`config.mk`:
```
export PLATFORM = sky130hd
export DESIGN_NAME = reliable_sequence_reorder_buffer_top
export DESIGN_NICKNAME = d
export VERILOG_FILES = /design/src/rtl/rsrb_pkg.sv /design/src/rtl/rsrb_slot_ram.sv /design/src/rtl/rsrb_ctrl.sv /design/src/rtl/reliable_sequence_reorder_buffer_top.sv
export SDC_FILE = /design/constraint.sdc
export NUM_CORES = 1
export LEC_CHECK = 0
export ABC_CLOCK_PERIOD_IN_PS = 7800
export BUFFER_PORTS_ARGS = -buffer_cell sky130_fd_sc_hd__buf_2
export CAP_MARGIN = 10
export CORE_UTILIZATION = 55
export DETAILED_ROUTE_END_ITERATION = 8
export PLACE_DENSITY = 0.74
export SETUP_SLACK_MARGIN = 0.05
export SLEW_MARGIN = 10
export SYNTH_ARGS = -nofsm -noshare
export SYNTH_HDL_FRONTEND = slang
export SYNTH_HIERARCHICAL = 1
export SYNTH_SLANG_ARGS = --single-unit
```
`constraint.sdc`:
```
create_clock -name aclk -period 7.8 [get_ports aclk]
set_input_delay 1.17 -clock aclk [delete_from_list [all_inputs] [get_ports aclk]]
set_output_delay 1.17 -clock aclk [all_outputs]
set_load 0.01 [all_outputs]
```
`src/rtl/rsrb_pkg.sv`:
```
// ----------------------------------------------------------------------------
// Reorder buffer package
// Types and codes shared by the sequence reorder buffer modules.
// ----------------------------------------------------------------------------
package rsrb_pkg;

    localparam int SEQ_BITS    = 32;
    localparam int HANDLE_BITS = 12;
    localparam int KIND_BITS   = 8;
    localparam int DISP_BITS   = 3;

    localparam logic [DISP_BITS-1:0] DISP_DELIVERED = 3'd0;
    localparam logic [DISP_BITS-1:0] DISP_ACK_FREED = 3'd1;
    localparam logic [DISP_BITS-1:0] DISP_DUPLICATE = 3'd2;
    localparam logic [DISP_BITS-1:0] DISP_BUFFERED  = 3'd3;
    localparam logic [DISP_BITS-1:0] DISP_OVERFLOW  = 3'd4;

    typedef struct packed {
        logic                   reliable;
        logic                   is_ack;
        logic [SEQ_BITS-1:0]    seq_number;
        logic [KIND_BITS-1:0]   seg_kind;
        logic [HANDLE_BITS-1:0] handle;
    } in_t;

    typedef struct packed {
        logic [HANDLE_BITS-1:0] out_handle;
        logic [KIND_BITS-1:0]   out_kind;
        logic [DISP_BITS-1:0]   disposition;
        logic                   last;
    } out_t;

    typedef struct packed {
        logic [HANDLE_BITS-1:0] handle;
        logic [KIND_BITS-1:0]   kind;
    } slot_t;

endpackage

```
`src/rtl/rsrb_slot_ram.sv`:
```
// ----------------------------------------------------------------------------
// Reorder buffer slot memory
// One write port and one registered read port holding buffered segments.
// ----------------------------------------------------------------------------
module rsrb_slot_ram #(
    parameter int DEPTH = 32,
    parameter int AW    = 5
) (
    input  logic            aclk,
    input  logic            wr_en,
    input  logic [AW-1:0]   wr_addr,
    input  rsrb_pkg::slot_t wr_data,
    input  logic            rd_en,
    input  logic [AW-1:0]   rd_addr,
    output rsrb_pkg::slot_t rd_data
);

    rsrb_pkg::slot_t slot_mem [DEPTH];
    rsrb_pkg::slot_t rd_data_reg;

    always_ff @(posedge aclk) begin
        if (wr_en) begin
            slot_mem[wr_addr] <= wr_data;
        end
        if (rd_en) begin
            rd_data_reg <= slot_mem[rd_addr];
        end
    end

    assign rd_data = rd_data_reg;

endmodule

```
`src/rtl/rsrb_ctrl.sv`:
```
// ----------------------------------------------------------------------------
// Reorder buffer control
// Classifies each segment, tracks the window state and drains buffered
// successors from the slot memory into the output register.
// ----------------------------------------------------------------------------
module rsrb_ctrl #(
    parameter int WINDOW = 32,
    parameter int IW     = 5
) (
    input  logic            aclk,
    input  logic            aresetn,
    input  logic            s_valid,
    output logic            s_ready,
    input  rsrb_pkg::in_t   s_data,
    output logic            m_valid,
    input  logic            m_ready,
    output rsrb_pkg::out_t  m_data,
    output logic            mem_wr_en,
    output logic [IW-1:0]   mem_wr_addr,
    output rsrb_pkg::slot_t mem_wr_data,
    output logic            mem_rd_en,
    output logic [IW-1:0]   mem_rd_addr,
    input  rsrb_pkg::slot_t mem_rd_data
);

    typedef enum logic [1:0] {
        ST_IDLE  = 2'b01,
        ST_DRAIN = 2'b10
    } state_t;

    state_t                          state_reg, state_next;
    logic [rsrb_pkg::SEQ_BITS-1:0]   last_seq_reg, last_seq_next;
    logic [IW-1:0]                   idx_reg, idx_next;
    logic [WINDOW-1:0]               valid_reg, valid_next;
    logic                            m_valid_reg, m_valid_next;
    rsrb_pkg::out_t                  m_data_reg, m_data_next;

    logic                            out_free;
    logic                            accept;
    logic [rsrb_pkg::SEQ_BITS-1:0]   d_seq;
    logic [rsrb_pkg::SEQ_BITS-1:0]   seq_gap;
    logic [IW-1:0]                   d_idx;
    logic [IW-1:0]                   p_idx;
    logic                            p_valid;
    logic [IW+1:0]                   bsum;
    logic [IW-1:0]                   buf_idx;
    logic                            buf_wr;
    logic                            drain_emit;

    function automatic logic [IW-1:0] adv_idx(input logic [IW-1:0] i,
                                              input logic [rsrb_pkg::SEQ_BITS-1:0] s);
        logic [IW-1:0] r;
        if (s == '0) begin
            r = '0;
        end else if (i == IW'(WINDOW - 1)) begin
            r = '0;
        end else begin
            r = i + IW'(1);
        end
        return r;
    endfunction

    assign out_free = !m_valid_reg || m_ready;
    assign s_ready  = (state_reg == ST_IDLE) && out_free;
    assign accept   = s_valid && s_ready;

    assign d_seq   = last_seq_reg + 32'd1;
    assign d_idx   = adv_idx(idx_reg, d_seq);
    assign p_idx   = adv_idx(d_idx, d_seq + 32'd1);
    assign p_valid = valid_reg[p_idx] && (p_idx != d_idx);

    assign seq_gap = s_data.seq_number - last_seq_reg;
    assign bsum    = {2'b00, idx_reg} + (IW+2)'(seq_gap[IW:0]);
    assign buf_idx = (bsum >= (IW+2)'(WINDOW)) ? IW'(bsum - (IW+2)'(WINDOW)) : IW'(bsum);

    always_comb begin
        state_next    = state_reg;
        last_seq_next = last_seq_reg;
        idx_next      = idx_reg;
        m_data_next   = m_data_reg;
        m_valid_next  = m_valid_reg && !m_ready;
        buf_wr        = 1'b0;
        drain_emit    = 1'b0;
        mem_rd_en     = 1'b0;
        mem_rd_addr   = p_idx;

        unique case (state_reg)
            ST_IDLE: begin
                if (accept) begin
                    m_valid_next           = 1'b1;
                    m_data_next.out_handle = s_data.handle;
                    m_data_next.out_kind   = s_data.seg_kind;
                    m_data_next.last       = 1'b1;
                    if (!s_data.reliable) begin
                        m_data_next.disposition = s_data.is_ack ? rsrb_pkg::DISP_ACK_FREED
                                                                : rsrb_pkg::DISP_DELIVERED;
                    end else if (s_data.seq_number == d_seq) begin
                        m_data_next.disposition = rsrb_pkg::DISP_DELIVERED;
                        m_data_next.last        = !p_valid;
                        last_seq_next           = d_seq;
                        idx_next                = d_idx;
                        if (p_valid) begin
                            mem_rd_en  = 1'b1;
                            state_next = ST_DRAIN;
                        end
                    end else if (s_data.seq_number > last_seq_reg) begin
                        if (seq_gap > 32'(WINDOW)) begin
                            m_data_next.disposition = rsrb_pkg::DISP_OVERFLOW;
                        end else if (valid_reg[buf_idx]) begin
                            m_data_next.disposition = rsrb_pkg::DISP_DUPLICATE;
                        end else begin
                            m_data_next.disposition = rsrb_pkg::DISP_BUFFERED;
                            buf_wr                  = 1'b1;
                        end
                    end else begin
                        m_data_next.disposition = rsrb_pkg::DISP_DUPLICATE;
                    end
                end
            end
            ST_DRAIN: begin
                if (out_free) begin
                    drain_emit              = 1'b1;
                    m_valid_next            = 1'b1;
                    m_data_next.out_handle  = mem_rd_data.handle;
                    m_data_next.out_kind    = mem_rd_data.kind;
                    m_data_next.disposition = rsrb_pkg::DISP_DELIVERED;
                    m_data_next.last        = !p_valid;
                    last_seq_next           = d_seq;
                    idx_next                = d_idx;
                    if (p_valid) begin
                        mem_rd_en = 1'b1;
                    end else begin
                        state_next = ST_IDLE;
                    end
                end
            end
            default: begin
                state_next = ST_IDLE;
            end
        endcase
    end

    always_comb begin
        valid_next = valid_reg;
        if (buf_wr) begin
            valid_next[buf_idx] = 1'b1;
        end
        if (drain_emit) begin
            valid_next[d_idx] = 1'b0;
        end
    end

    assign mem_wr_en          = buf_wr;
    assign mem_wr_addr        = buf_idx;
    assign mem_wr_data.handle = s_data.handle;
    assign mem_wr_data.kind   = s_data.seg_kind;

    always_ff @(posedge aclk) begin
        if (!aresetn) begin
            state_reg    <= ST_IDLE;
            last_seq_reg <= '0;
            idx_reg      <= '0;
            valid_reg    <= '0;
            m_valid_reg  <= 1'b0;
        end else begin
            state_reg    <= state_next;
            last_seq_reg <= last_seq_next;
            idx_reg      <= idx_next;
            valid_reg    <= valid_next;
            m_valid_reg  <= m_valid_next;
        end
    end

    always_ff @(posedge aclk) begin
        m_data_reg <= m_data_next;
    end

    assign m_valid = m_valid_reg;
    assign m_data  = m_data_reg;

`ifndef SYNTHESIS
    // While draining, the output register always holds a non-final result.
    a_drain_holds_open: assert property (@(posedge aclk) disable iff (!aresetn)
        (state_reg == ST_DRAIN) |-> (m_valid_reg && !m_data_reg.last))
        else $error("drain state without an open result sequence");

    // A buffered segment marks its slot as occupied.
    a_buffer_sets_valid: assert property (@(posedge aclk) disable iff (!aresetn)
        buf_wr |=> valid_reg[$past(buf_idx)])
        else $error("buffered slot not marked valid");

    // Once a non-final result is taken, the next one follows without a gap.
    a_no_gap_in_burst: assert property (@(posedge aclk) disable iff (!aresetn)
        (m_valid && m_ready && !m_data.last) |=> m_valid)
        else $error("gap inside a drained result sequence");

    // A drained slot is released.
    a_drain_clears_valid: assert property (@(posedge aclk) disable iff (!aresetn)
        drain_emit |=> !valid_reg[$past(d_idx)])
        else $error("drained slot still valid");
`endif

endmodule

```
`src/rtl/reliable_sequence_reorder_buffer_top.sv`:
```
// The first result of a segment is in the output register in the cycle after acceptance.
// Throughput: one segment per cycle while the output is taken; each drained successor
// then follows from the single read port of the slot memory while s_ready is held low.
// A segment that releases buffered successors keeps s_ready low until the last one is loaded.
// Reset: synchronous active-low aresetn clears the last delivered sequence number and all slot
// valid bits; slot contents are not cleared.
// ----------------------------------------------------------------------------
// Reliable sequence reorder buffer
// Delivers reliable segments in sequence order and passes unreliable ones through.
// ----------------------------------------------------------------------------
module reliable_sequence_reorder_buffer_top #(
    parameter int WINDOW = 32
) (
    input  logic           aclk,
    input  logic           aresetn,
    input  logic           s_valid,
    output logic           s_ready,
    input  rsrb_pkg::in_t  s_data,
    output logic           m_valid,
    input  logic           m_ready,
    output rsrb_pkg::out_t m_data
);

    localparam int IW = $clog2(WINDOW);

    logic            mem_wr_en;
    logic [IW-1:0]   mem_wr_addr;
    rsrb_pkg::slot_t mem_wr_data;
    logic            mem_rd_en;
    logic [IW-1:0]   mem_rd_addr;
    rsrb_pkg::slot_t mem_rd_data;

    rsrb_ctrl #(
        .WINDOW (WINDOW),
        .IW     (IW)
    ) u_ctrl (
        .aclk        (aclk),
        .aresetn     (aresetn),
        .s_valid     (s_valid),
        .s_ready     (s_ready),
        .s_data      (s_data),
        .m_valid     (m_valid),
        .m_ready     (m_ready),
        .m_data      (m_data),
        .mem_wr_en   (mem_wr_en),
        .mem_wr_addr (mem_wr_addr),
        .mem_wr_data (mem_wr_data),
        .mem_rd_en   (mem_rd_en),
        .mem_rd_addr (mem_rd_addr),
        .mem_rd_data (mem_rd_data)
    );

    rsrb_slot_ram #(
        .DEPTH (WINDOW),
        .AW    (IW)
    ) u_slot_ram (
        .aclk    (aclk),
        .wr_en   (mem_wr_en),
        .wr_addr (mem_wr_addr),
        .wr_data (mem_wr_data),
        .rd_en   (mem_rd_en),
        .rd_addr (mem_rd_addr),
        .rd_data (mem_rd_data)
    );

endmodule
```
==> results of run 1 <==
## kinds of logic after synthesis
family                   synth area share
flip-flops                         0.6147
AND/OR/NAND/NOR                   0.09752
AO/OA/AOI/OAI                     0.09531
multiplexers                       0.1032
buffers and inverters             0.03975
XOR/XNOR                          0.03156
adder cells (fa/ha/maj)           0.01792
## synth_stat cells, types with 35 or more instances
| cell type | count | area share |
|---|---|---|
| inv_1 | 99 | 0.010 |
| nand4_1 | 54 | 0.0094 |
| nand3_1 | 102 | 0.014 |
| a21oi_1 | 142 | 0.020 |
| nor2_1 | 137 | 0.014 |
| nor3_1 | 73 | 0.010 |
| a22oi_1 | 83 | 0.017 |
| buf_2 | 35 | 0.0049 |
| nand2_1 | 123 | 0.013 |
| a22o_1 | 41 | 0.010 |
| nor4_1 | 37 | 0.0065 |
| mux2i_1 | 326 | 0.091 |
| ha_1 | 48 | 0.017 |
| buf_4 | 38 | 0.0080 |
| edfxtp_1 | 684 | 0.57 |
| xnor2_1 | 76 | 0.019 |
| o21ai_0 | 40 | 0.0056 |
| dfxtp_1 | 72 | 0.040 |
| clkbuf_1 | 59 | 0.0062 |
## layout make-up
| type | instances | area, um^2 |
|---|---|---|
| clock inverters | 44 | 714.4 |
| inverters | 102 | 390.4 |
| flip-flops and latches | 756 | 21980 |
| diodes | 3 | 7.507 |
| multi-input cells | 1668 | 12480 |
| well taps | 855 | 1070 |
| repair buffers | 164 | 1286 |
| clock buffers | 98 | 2006 |
| fillers | 4711 | 24410 |
## layout by cell type (no fill, tap or decap), types with 73 or more instances in the layout
master	count
nor3_1	73
a21oi_1	141
edfxtp_1	684
clkbuf_16	77
a22oi_1	83
inv_1	98
buf_2	83
nor2_1	105
xnor2_1	76
nand3_1	102
mux2i_1	326
nand2_1	123
## power by group through the flow
stage	Sequential, mW	Clock, mW	Combinational (mW)
after CTS	4.42	3.96	0.257
after global placement	4.51	0	0.247
final	4.42	3.90	0.262
after detailed placement	4.51	0	0.256
after floorplan	4.51	0	0.155
after global routing	4.42	4.11	0.283
## final timing paths
| kind | startpoint | cells after the start | slack, ns | end |
|---|---|---|---|---|
| worst max-delay path | u_ctrl/last_seq_reg[1] | 21 | 0.56 | u_slot_ram/rd_data[14] |
| worst min-delay path | u_ctrl/valid_reg[24] | 2 | 0.49 | u_ctrl/valid_reg[24] |
| worst max register to register | u_ctrl/last_seq_reg[1] | 21 | 0.56 | u_slot_ram/rd_data[14] |
| worst min register to register | u_ctrl/valid_reg[24] | 2 | 0.49 | u_ctrl/valid_reg[24] |
## layer usage
| layer | GRT usage | part of all wire | up-vias |
|---|---|---|---|
| met3 | 0.05940 | 0.089 | 151 |
| met4 | 0.09011 | 0.026 | 4 |
| met5 | 0 | 0.00025 | - |
| li1 | - | - | 10578 |
| met2 | 0.4292 | 0.47 | 1140 |
| met1 | 0.3873 | 0.42 | 11805 |
## critical path: stages, from the launching register on
cell and delay [ns]:
dfxtp_1 0.55, ha_1 0.52, and3_1 0.35, nand2_1 0.17
xnor2_1 0.47, or4bb_1 0.55, nor4_2 0.44, nand4_4 0.26
nand2_2 0.33, inv_2 0.18, ha_1 0.32, and3_1 0.19
ha_1 0.27, nor3_1 0.43, nand2_1 0.11, or4_1 0.40
a21boi_1 0.20, nor3_1 0.09, a311oi_2 0.29, nand2_1 0.17
nor4_2 0.26, buf_4 0.34
## through the flow
stage	cell area, um^2	hold slack [ns]	util	power, mW	setup slack [ns]
floorplan	35760	0.4452	-	4.664	0.3986
global placement	37210	0.4668	0.5782	4.755	0.9871
detailed placement	37210	0.4795	0.5782	4.765	0.7151
CTS	39930	0.4866	0.6205	8.637	0.7251
global route	39930	0.5085	0.6206	8.810	0.1400
finish	39930	0.4894	0.6206	8.586	0.5564
==> impl_results.md, run 1 <==
- Status: finished clean
- Vias in the first global route: 22583
- Distinct cells, synth: 94
- Sw Share: 0.2027
- Mapped Cells: 2686
- Max rail drop VDD: 0.1489 mV
- Slew Viols, Final: 0
- Pleak: 12.58 nW
- IO Port Bufs: 83
- Dpl hpwl: 58960 um
- Clock network fraction of total power: 0.454
- Post-CTS Hold Fix Bufs: 0
- Net Sw Power: 1.740 mW
- Net count after synthesis: 2794
- Row Count: 93
- Die Y: 257.0 um
- Seq pwr share: 0.515
- Synth Area per Inst: 13.31 um^2
- Std-Cell Core Area: 64350 um^2
- Int Power: 6.846 mW
- Initial DRC Count: 2566
- Slew HR: 0.2938
- MaxCap Viol Count: 0
- Post-synth EDFFs: 684
- Global-route wire length before repair: 137700 um
- Max reg flops: 640
- Worst EP arrival: 7.53 ns
- Setup CP Type: reg2reg
- Clock transition at path regs: 0.06 ns
- Pwr/cell area: 215.0 nW/um^2
- Share of layout cells above drive strength 1: 0.1345
- Worst-path maximum fanout: 20
- Remaining DRCs: 0
- Routed length per instance: 25.11 um
- Fmax: 138.1 MHz
- Antenna violations before repair: 5
- Post-CTS Setup Repair Bufs: 0
- Asr flop ratio synth: 0
- Post-layout nets: 2877
- Gr usage total: 0.2760
- Comb pwr share: 0.031
- Initial core utilization: 0.5557
- Critical path launch point type: flop
- Clock Tree Buf Depth: 3
- Critical Path RT: 8.09 ns
- Ys flop type: edfxtp_1
- Synth Register Bits: 756
- Hold Fails Final Rpt: 0
- Post-synthesis sequential area ratio: 0.6147
- Worst clock skew: 0.04148 ns
- Clk root buf: clkbuf_16
- Min Clock Period, post-route: 7.244 ns
- Largest net degree at the start of global routing: 81
- Vias: 23678
- Clock Sink Count: 756
- Full die area: 66040 um^2
- Post-Route Setup TNS: 0 ns
- Number of synthesis warnings: 6
- Total iterations of the first detailed-routing run: 9
- DRT Wirelength: 92660 um
- Via-per-instance ratio: 6.417
- Die width: 257.0 um
- Grt total ovfl: 0
- Final worst path period share: 0.9287
- Gpl congestion: 0.9210
- Worst setup EP type: flop
- CTS tree: done
- RSZ-0062 raised after global routing: no
- Cell count after placement: 3545
- Clk_lat worst skew: 0.63 ns
- Final Non-Filler Cells: 3690
- Area growth, synth to finish: 11.68%
- Hold WC Path Type: reg2reg
- H-tree Lvls: 3
- CTS buffer count: 77
- Netlist Area Pre-Place: 35760 um^2
- Worst-margin pin slew: 1.050 ns
- Post-CTS sizing: 0
- Io pins: 84
- Final setup viols: 0
- ANT nets after route: 0
(Power assumes the default switching activity.)
==> run 2, diff against run 1 <==
--- a/config.mk
+++ b/config.mk
@@ -5,6 +5,7 @@
 export SDC_FILE = /design/constraint.sdc
 export NUM_CORES = 1
 export LEC_CHECK = 0
+export ABC_AREA = 1
 export ABC_CLOCK_PERIOD_IN_PS = 7800
 export BUFFER_PORTS_ARGS = -buffer_cell sky130_fd_sc_hd__buf_2
 export CAP_MARGIN = 10
==> run 2 against run 1 <==
Compared with the run above: clock skew down 0.016 ns; final area up 1.6%; setup slack better by 0.67 ns; sequential share of layout area decreased by 0.85 points; non-clock buffer count fell by 20; highest routed layer is now met4.
==> impl_results.md, run 2 <==
- Synth Area in Compound Gates: 0.03868 (was 0.09531)
- Synth Area in XOR/XNOR: 0.01250 (was 0.03156)
- Hold Path Sink: u_ctrl/valid_reg[19] (was u_ctrl/valid_reg[24])
- Cell count after placement: 4784 (was 3545)
- Clock transition at path regs: 0.06 ns (about the same)
- Multi-input gate area: 13230 um^2 (was 12480 um^2)
- Total iterations of the first detailed-routing run: 6 (was 9)
- Worst clock skew: 0.02513 ns (was 0.04148 ns)
- Max rail drop VDD: 0.1760 mV (was 0.1489 mV)
- Post-Synth Simple-Gate Area: 0.2847 (was 0.09752)
- Grt total ovfl: 0 (unchanged)
- Commonest non-fill, non-tap cells in the layout: nand2_1 (1389), edfxtp_1 (684), nand3_1 (621) (was edfxtp_1 (684), mux2i_1 (326), a21oi_1 (141))
- Post-layout nets: 4111 (was 2877)
- Ys flop type: edfxtp_1 (unchanged)
- Full die area: 68560 um^2 (was 66040 um^2)
- Met1 GRT Util: 0.3994 (was 0.3873)
- Area growth, synth to finish: 9.232% (was 11.68%)
- Via-per-instance ratio: 5.807 (was 6.417)
- Setup CP Type: reg2reg (unchanged)
- Die Y: 261.8 um (was 257.0 um)
- Std-Cell Core Area: 66330 um^2 (was 64350 um^2)
- Final setup viols: 0 (unchanged)
- Vias: 28600 (was 23678)
- Fmax: 152.1 MHz (was 138.1 MHz)
- Worst setup EP type: flop (unchanged)
- Hold path start: u_ctrl/valid_reg[19] (was u_ctrl/valid_reg[24])
- Post-Route Setup TNS: 0 ns (unchanged)
- Vias in the first global route: 26552 (was 22583)
- Reg2Reg Depth: 27 (was 21)
- Critical path launch point type: flop (unchanged)
- Synth top area share: 0.5531 (was 0.5744)
- Number of synthesis warnings: 6 (unchanged)
- Final Non-Filler Cells: 4925 (was 3690)
- Distinct cells, synth: 54 (was 94)
- Clk root buf: clkbuf_16 (unchanged)
- Max reg flops: 640 (unchanged)
- RR Startpoint: u_ctrl/last_seq_reg[1] (unchanged)
- GRT busiest layer: met2 (unchanged)
- Share of layout cells above drive strength 1: 0.09727 (was 0.1345)
- Pleak: 15.34 nW (was 12.58 nW)
- Die width: 261.8 um (was 257.0 um)
- Initial core utilization: 0.5598 (was 0.5557)
- Largest family of logic cells by synthesized area: simple AND/OR/NAND/NOR gates (was multiplexers)
- Global-route wire length before repair: 152000 um (was 137700 um)
- Synth Area per Inst: 9.349 um^2 (was 13.31 um^2)
- Largest net degree at the start of global routing: 169 (was 81)
- Post-CTS Setup Repair Bufs: 0 (unchanged)
- Post-synthesis sequential area ratio: 0.5920 (was 0.6147)
- Commonest cells post-synth: nand2_1 (1389), edfxtp_1 (684), nand3_1 (621) (was edfxtp_1 (684), mux2i_1 (326), a21oi_1 (142))
- Commonest non-fill, non-tap cell in the layout: nand2_1 (was edfxtp_1)
- Slew Viols, Final: 0 (unchanged)
- Grt met3 use: 0.04340 (was 0.05940)
- FF-to-FF End: u_slot_ram/rd_data[9] (was u_slot_ram/rd_data[14])
- # diodes: 0 (was 3)
- CTS tree: done (unchanged)
- Gpl congestion: 0.9837 (was 0.9210)
- Synth top area cells: edfxtp_1 (55%), nand2_1 (14%), nand3_1 (8.4%) (was edfxtp_1 (57%), mux2i_1 (9.1%), dfxtp_1 (4.0%))
- ANT nets after route: 0 (unchanged)
- # fillers: 5497 (was 4711)
- Initial DRC Count: 3283 (was 2566)
- Clock Sink Count: 756 (unchanged)
- Critical Path RT: 8.30 ns (was 8.09 ns)
- Dpl hpwl: 63430 um (was 58960 um)
- Slew HR: 0.2507 (was 0.2938)
- IO Port Bufs: 83 (unchanged)
- Clk_lat worst skew: 0.64 ns (was 0.63 ns)
- Netlist Area Pre-Place: 37130 um^2 (was 35760 um^2)
- Worst EP arrival: 7.08 ns (was 7.53 ns)
- H-tree Lvls: 3 (unchanged)
- Met2 Usage GRT: 0.4680 (was 0.4292)
- Seq. cell area: 21980 um^2 (unchanged)
- Clock Tree Buf Depth: 3 (unchanged)
- Mapped Cells: 3972 (was 2686)
- Min Clock Period, post-route: 6.575 ns (was 7.244 ns)
- Register-to-register setup slack: 1.23 ns (was 0.56 ns)
- MaxCap Viol Count: 0 (unchanged)
- Synth Register Bits: 756 (unchanged)
- Post-synth EDFFs: 684 (unchanged)
- Worst-margin pin slew: 1.124 ns (was 1.050 ns)
- Final worst path period share: 0.8429 (was 0.9287)
- Worst-path maximum fanout: 105 (was 20)
- Hold Fails Final Rpt: 0 (unchanged)
- Adder-cell share of the synthesized area: 0.01725 (was 0.01792)
- Routed length per instance: 20.14 um (was 25.11 um)
- RSZ-0062 raised after global routing: no (unchanged)
- Pwr/cell area: 205.5 nW/um^2 (was 215.0 nW/um^2)
- Hold path cells: 2 (unchanged)
- Status: finished clean (unchanged)
- Remaining DRCs: 0 (unchanged)
- Mux share of post-synthesis cell area: 0 (was 0.1032)
- Post-CTS sizing: 0 (unchanged)
- Net count after synthesis: 4080 (was 2794)
- Post-CTS Hold Fix Bufs: 0 (unchanged)
- Hold WC Path Type: reg2reg (unchanged)
- Area leader, netlist: edfxtp_1 (unchanged)
- Power, Total: 8.336 mW (was 8.586 mW)
- Antenna violations before repair: 0 (was 5)
- Most frequent cell after synthesis: nand2_1 (was edfxtp_1)
- Row Count: 94 (was 93)
- Asr flop ratio synth: 0 (unchanged)
- DRT Wirelength: 99190 um (was 92660 um)
- Io pins: 84 (unchanged)
- CTS buffer count: 80 (was 77)
- Gr usage total: 0.2903 (was 0.2760)
## run 2: where the power goes
part	switching, mW	internal (mW)	total, mW
clock	1.60	2.04	3.64
combinational	0.206	0.0688	0.275
sequential	0.00310	4.42	4.42
## run 2: kinds of logic after synthesis
group / after synthesis
AOI/OAI and AO/OA: 265
xor gates and xnor gates: 53
adders and majority gates: 50
buffers and inverters: 411
DFF: 756
and+or+nand+nor: 2437
## run 2: layout make-up
| type | instances | area share |
|---|---|---|
| sequential | 756 | 0.5419 |
| multi-input combinational | 2805 | 0.3261 |
| clock buffer | 96 | 0.05084 |
| tap | 864 | 0.02665 |
| timing repair buffer | 144 | 0.02307 |
| inverter | 216 | 0.02064 |
| clock inverter | 44 | 0.01083 |
## run 2: critical path, stage by stage (launching register included)
cell and delay (ns):
dfxtp_1 0.51, ha_1 0.27, nand2_2 0.12, nor2_8 0.20, nand2_2 0.12, nor2_4 0.22, nand2_1 0.09, nand2_1 0.07
nand2_1 0.17, nor4_1 0.42, nand4_1 0.39, nand2_1 0.28, inv_2 0.12, ha_1 0.25, nor3b_1 0.16, ha_1 0.28
nor2_8 0.32, nand2_4 0.24, inv_8 0.30, buf_4 0.92, nand2_1 0.17, nand3_1 0.14, nand3_1 0.07, nand2_1 0.16
nand2_1 0.07, nand2_1 0.10, nand2_1 0.05, nand2_1 0.12
## run 2: worst max path at each step
stage,startpoint,end,slack (ns),depth (start not counted)
after floorplan,s_data[20],u_slot_ram/slot_mem[31][0],1.71,21
after global placement,s_data[20],u_slot_ram/slot_mem[15][17],1.28,19
after detailed placement,s_data[20],u_slot_ram/slot_mem[15][17],1.25,19
after CTS,u_ctrl/last_seq_reg[1],u_slot_ram/rd_data[19],1.35,27
after global routing,u_ctrl/last_seq_reg[1],u_slot_ram/rd_data[17],0.92,29
final,u_ctrl/last_seq_reg[1],u_slot_ram/rd_data[9],1.23,27
## run 2: metrics by stage
| step | hold slack (ns) | setup WS [ns] | area [um^2] | util |
|---|---|---|---|---|
| after floorplan | 0.4413 | 1.706 | 37130 | - |
| after global placement | 0.4573 | 1.280 | 38040 | 0.5735 |
| after detailed placement | 0.4546 | 1.255 | 38040 | 0.5735 |
| after CTS | 0.4635 | 1.349 | 40540 | 0.6112 |
| after global routing | 0.4790 | 0.9175 | 40560 | 0.6115 |
| final | 0.4647 | 1.225 | 40560 | 0.6115 |
## run 2: routing by layer
layer,up-vias,share of wire
met4,0,0.035
li1,13552,-
met3,215,0.082
met2,1379,0.47
met1,13454,0.41
met5,-,0
